$ cat config.mk
export PLATFORM = sky130hd
export DESIGN_NAME = fene_div_cell
export DESIGN_NICKNAME = d
export VERILOG_FILES = /design/src/rtl/core/fene_div_cell.sv
export SDC_FILE = /design/constraint.sdc
export NUM_CORES = 1
export LEC_CHECK = 0
export BUFFER_PORTS_ARGS = -buffer_cell sky130_fd_sc_hd__buf_2
export CAP_MARGIN = 40
export CELL_PAD_IN_SITES_DETAIL_PLACEMENT = 0
export CELL_PAD_IN_SITES_GLOBAL_PLACEMENT = 1
export CORE_MARGIN = 2
export CORE_UTILIZATION = 40
export DETAILED_ROUTE_END_ITERATION = 12
export PLACE_DENSITY_LB_ADDON = 0.2
export SYNTH_ARGS = -nofsm -noshare
export SYNTH_HDL_FRONTEND = slang
export SYNTH_SLANG_ARGS = --single-unit
$ cat constraint.sdc
create_clock -name clk -period 7.7 [get_ports clk]
set_input_delay 0.77 -clock clk [delete_from_list [all_inputs] [get_ports clk]]
set_output_delay 0.77 -clock clk [all_outputs]
set_load 0.01 [all_outputs]
$ cat src/rtl/core/fene_div_cell.sv
// ============================================================================
// fene_div_cell: one restoring division step
// Shifts in one dividend bit, trial-subtracts the divisor, emits one
// quotient bit.
// ============================================================================
module fene_div_cell #(
    parameter int QW = 63
) (
    input  logic          clk,
    input  logic          en,
    input  logic [63:0]   rem_in,
    input  logic [QW-1:0] dq_in,
    input  logic [63:0]   num_in,
    input  logic          sat_in,
    output logic [63:0]   rem_out,
    output logic [QW-1:0] dq_out,
    output logic [63:0]   num_out,
    output logic          sat_out
);
    logic [64:0]   rem_sh;
    logic [64:0]   diff;
    logic          ge;
    logic [63:0]   rem_reg;
    logic [QW-1:0] dq_reg;
    logic [63:0]   num_reg;
    logic          sat_reg;

    assign rem_sh = {rem_in, dq_in[QW-1]};
    assign ge     = rem_sh >= {1'b0, num_in};
    assign diff   = rem_sh - {1'b0, num_in};

    // dividend bits leave at the top, quotient bits enter at the bottom
    always_ff @(posedge clk) begin
        if (en) begin
            rem_reg <= ge ? diff[63:0] : rem_sh[63:0];
            dq_reg  <= {dq_in[QW-2:0], ge};
            num_reg <= num_in;
            sat_reg <= sat_in;
        end
    end

    assign rem_out = rem_reg;
    assign dq_out  = dq_reg;
    assign num_out = num_reg;
    assign sat_out = sat_reg;

endmodule

# == Word-level counts from Yosys, hierarchy flattened ==
# Cells that the tools add are included.
# classes
addsub,1
n_lt_le_gt_ge,1
muxes,1
# ops
operator,n
$ge 65x64->1,1
$mux 64,1
$sub 64x64->64,1
# totals
regBits,192
output_inout_bits,192
word_cells,7

# == Depth between registers and ports, before layout ==
# depth
word_depth,2
depth_mapped,17
mapped_depth_nobuf,13

# == Worst setup path after synthesis ==
# Ideal clock, no wire load.
# synth_timing
kind,input port to flip-flop
from,in num_in[1]
to,"reg rem_reg[53] (netlist: rem_out[53]), data pin"
setup_ps,260
arrival_ps,3890
setup_slack_ps,3550
path_stages,16
path_buffers,3
path_cell_list,inv_1 ha_1 nor2b_2 o21ai_1 o21a_2 o31a_1 o31a_1 o41ai_2 a41o_2 a31oi_4 o211a_1 buf_6 clkinv_4 buf_12 buf_12 mux2_4
# synth_via
elab_chain_len,2
word_cells_on_any_way,3
classes_between,add/sub: 1; order compare: 1; mux: 1
# synth_rtl
element,line,rtl
start: declaration,13,"input logic [63:0] num_in,"
$ge 65x64->1,29,"assign ge = rem_sh >= {1'b0, num_in};"
net ge,22,logic ge;
$mux 64,35,rem_reg <= ge ? diff[63:0] : rem_sh[63:0];
end signal: assignment,35,
end: declaration,23,logic [63:0] rem_reg;
# The timed path passes the listed nets, and every way through them passes these cells.
# A chain may end at the register's enable or synchronous reset.

# == Final worst setup path ==
# layout_timing
from,in num_in[1]
to,"reg rem_reg[44] (netlist: rem_out[44]), data pin"
# layout_via
elab_chain_len,2
word_cells_on_any_way,3
classes_between,add/sub: 1; order compare: 1; mux: 1
# layout_rtl
element,line
$sub 64x64->64 / $ge 65x64->1 (equally long branches),"30, 29"
$mux 64 *,35
# Every way passes the cells marked *; elsewhere a longest branch is shown, timed or not.

==> run summary <==
======================================================================================
Area growth from synthesis to layout ....................................       27.19%
Least-Margin Pin Slew ...................................................    0.6729 ns
Highest ir drop seen on vdd .............................................    0.1609 mV
Peak clock frequency supported by timing ................................    217.6 MHz
Number of nets in the layout ............................................         1524
Avg Inst Size Synth .....................................................  12.02 sq um
Total clock sinks .......................................................          192
Setup repair after global routing missed its margin .....................        false
Post-Syn Instances ......................................................          884
Max incr delay on CP ....................................................      0.50 ns
Hold Violations, Final ..................................................            0
Post-route cell area .................................................... 0.01351 sq mm
Crit path kind .......................................................... input port to flip-flop
Cell breakdown of the critical path ..................................... buf_2, inv_1, ha_1, nor2b_2, o21ai_1, o21a_2, o31a_1, o31a_1, o41ai_2, a41o_2, a31oi_4, o211a_1, clkinv_4, mux2_2
Fraction of final layout cells with drive strength greater than 1 .......       0.3842
PostCTS Resize Cnt ......................................................            0
Core area ............................................................... 0.02606 sq mm
Finish-stage setup viols ................................................            0
Share of synthesized area occupied by flip-flops and latches ............       0.5426
Grt met3 use ............................................................      0.04230
Die Height ..............................................................     167.0 um
Outcome ................................................................. finished clean
Clock Root Buffer ....................................................... sky130_fd_sc_hd__clkbuf_16
Tightest Hold Check Type ................................................ input port to flip-flop
Count of vias placed by the detailed router .............................         8446
Required @ worst endpoint ...............................................      7.89 ns
Cell depth of the worst hold path .......................................            1
Minimum clock period ....................................................     4.596 ns
TritonCTS clock tree ....................................................          yes
Critical path startpoint category .......................................   input port
Top cell family by delay on the critical path ........................... compound AO/OA/AOI/OAI gates
Number of remaining DRC errors ..........................................            0
Ratio of total power to cell area ....................................... 218.9 mW/mm^2
Average wire per cell in the routed design ..............................     19.15 um
Number of vias per cell after detailed routing ..........................        5.223
Antenna violations before repair ........................................            4
Aggregate global-route resource usage ...................................       0.2185
Placed wire-length estimate after detailed placement ....................     24270 um
Vias in the first global route ..........................................         8461
First-pass detailed-route iteration total ...............................            5
Post-Syn Nets ...........................................................         1143
Die width ...............................................................     167.0 um
Largest net degree at the start of global routing .......................          100
Worst path buffer plus inverter count ...................................            3
Ranking of synthesized cells by area .................................... sky130_fd_sc_hd__edfxtp_1 54%, sky130_fd_sc_hd__ha_1 7.5%, sky130_fd_sc_hd__mux2_2 5.4%
FP Rows .................................................................           59
Cell type contributing the most total cell area after synthesis ......... sky130_fd_sc_hd__edfxtp_1
GR Util met1 ............................................................       0.2738
Ratio of final minimum period to clock period ...........................       0.5968
Share of async-settable or async-resettable flops after synthesis .......            0
Global-route wire length before repair ..................................     47460 um
Antenna Violating Nets Remaining ........................................            0
Worst path slowest cell ................................................. sky130_fd_sc_hd__clkinv_4
Maxcap violations .......................................................            0
GR peak layer ...........................................................         met2
Number of pins exceeding their max-slew limit in the final report .......            0
Total Die Area .......................................................... 0.02788 sq mm
Overflow after GRT ......................................................            0
Setup TNS Final .........................................................         0 ns
Post-synth design cell area ............................................. 0.01063 sq mm
Number of distinct standard cells referenced by the synthesized netlist .           69
Primary flip-flop cell chosen by synthesis mapping ...................... sky130_fd_sc_hd__edfxtp_1
Number of post-CTS setup repair buffers .................................            0
Critical path's most frequent cell ...................................... sky130_fd_sc_hd__o31a_1
Endpoint of the worst hold path .........................................   dq_out[45]
Number of warnings printed during yosys synthesis .......................            0
Clock Pin Slew Worst Setup and Hold Paths ...............................      0.09 ns
Starting Density ........................................................       0.4077
Number of synthesized flops with an enable pin ..........................          192
Maximum fanout along the worst path .....................................           59
Critical hold path startpoint ...........................................    dq_in[44]
Maximum level of the CTS H-tree .........................................            4
IO buf count ............................................................          385
Final Hold Slack ........................................................    0.4981 ns
# fillers ...............................................................         2464
Routed wire length ......................................................     30970 um
Met2 global-route usage .................................................       0.3824
Share of the synthesized area in the top cell type ......................       0.5426
Weighted congestion reported at the end of routability-driven placement .       0.8755
Number of top-level design ports ........................................          386
Flip-flop and latch count after synthesis ...............................          192
DR iter-0 viols .........................................................          579
Placed instance area .................................................... 0.01289 sq mm
Kind of capture point of the worst setup path ...........................    flip-flop
Data arrival at the endpoint of the critical path .......................      4.78 ns
Post-layout power .......................................................     2.958 mW
Clock Tree Buf Depth ....................................................            2
Static power due to leakage .............................................     6.093 nW
Clock buffers created by TritonCTS ......................................           17
Worst slew slack as a fraction of its limit .............................       0.5476
Count of hold buffers inserted by post-cts repair .......................            0
======================================================================================
## cells in the mapped netlist (15+ instances only)
master and number:
sky130_fd_sc_hd__nand2_1 58, sky130_fd_sc_hd__ha_1 64, sky130_fd_sc_hd__nand4_1 15, sky130_fd_sc_hd__xnor2_1 37, sky130_fd_sc_hd__xor2_1 19, sky130_fd_sc_hd__o21ai_0 35, sky130_fd_sc_hd__edfxtp_1 192, sky130_fd_sc_hd__clkbuf_1 19
sky130_fd_sc_hd__a21o_1 36, sky130_fd_sc_hd__a21oi_1 71, sky130_fd_sc_hd__mux2_2 51, sky130_fd_sc_hd__inv_1 80, sky130_fd_sc_hd__nor2_1 37
## power breakdown
part	internal, mW	switching, mW
clock	0.444	0.482
combinational	0.316	0.405
sequential	1.29	0.0245
total	2.05	0.911
## layout make-up
| cell class | count | area (sq um) | area share |
|---|---|---|---|
| inverters | 81 | 309.0 | 0.02287 |
| flip-flops and latches | 192 | 5766 | 0.4266 |
| clock inverters | 15 | 186.4 | 0.01380 |
| multi-input cells | 584 | 4393 | 0.3251 |
| repair buffers | 389 | 2006 | 0.1484 |
| diodes | 4 | 10.01 | 0.0007407 |
| well taps | 335 | 419.2 | 0.03102 |
| clock buffers | 17 | 425.4 | 0.03148 |
## metrics by stage
step / utilization / worst slack [ns] / instances
after floorplan: - / 3.550 / 884
after global placement: 0.4926 / 2.675 / 1579
after detailed placement: 0.4947 / 2.614 / 1581
after CTS: 0.5182 / 3.053 / 1613
after global routing: 0.5184 / 2.804 / 1615
final: 0.5186 / 3.104 / 1617
## cell usage in the layout, fill, tap and decap left out, drive strengths merged, types with 9 or more instances in the layout
cell type and count:
a31oi 9, xnor2 37, o21bai 13, edfxtp 192
mux2 58, nand2 58, xor2 19, a21o 36
nor2 37, buf 388, clkinv 9, nor3 9
o21ai 36, nand3 10, nand4 15, clkbuf 18
ha 64, a21oi 71, inv 87, and3 11
## registers in the layout, summed over array words and instances (netlist names)
| name | count |
|---|---|
| dq_out | 63 |
| sat_out | 1 |
| rem_out | 64 |
| num_out | 64 |
## cell families (layout without fill, tap and decap cells)
family	count (synthesis)	in the layout	synth area share
XOR/XNOR	56	56	0.04616
adder cells (fa/ha/maj)	65	65	0.07725
buffers and inverters	108	502	0.04392
flip-flops	192	192	0.5426
multiplexers	63	63	0.06865
AO/OA/AOI/OAI	225	225	0.1405
other	0	4	0
AND/OR/NAND/NOR	175	175	0.08090
## layer usage
layer | vias to the layer above | share of wire
li1 | 4084 | -
met1 | 4032 | 0.41
met2 | 303 | 0.51
met3 | 27 | 0.055
met4 | 0 | 0.019
met5 | - | 0
## worst max-delay path by stage
stage          startpoint           to  slack (ns)  depth (start not counted)
2_1_floorplan   num_in[1]  rem_out[53]        3.55                         16
3_3_place_gp    num_in[1]  rem_out[35]        2.67                         14
3_5_place_dp    num_in[1]  rem_out[29]        2.61                         14
4_1_cts         num_in[1]   rem_out[2]        3.05                         14
5_1_grt         num_in[1]  rem_out[44]        2.80                         14
6_report        num_in[1]  rem_out[44]        3.10                         14
Power figures use the tool's default switching activity.
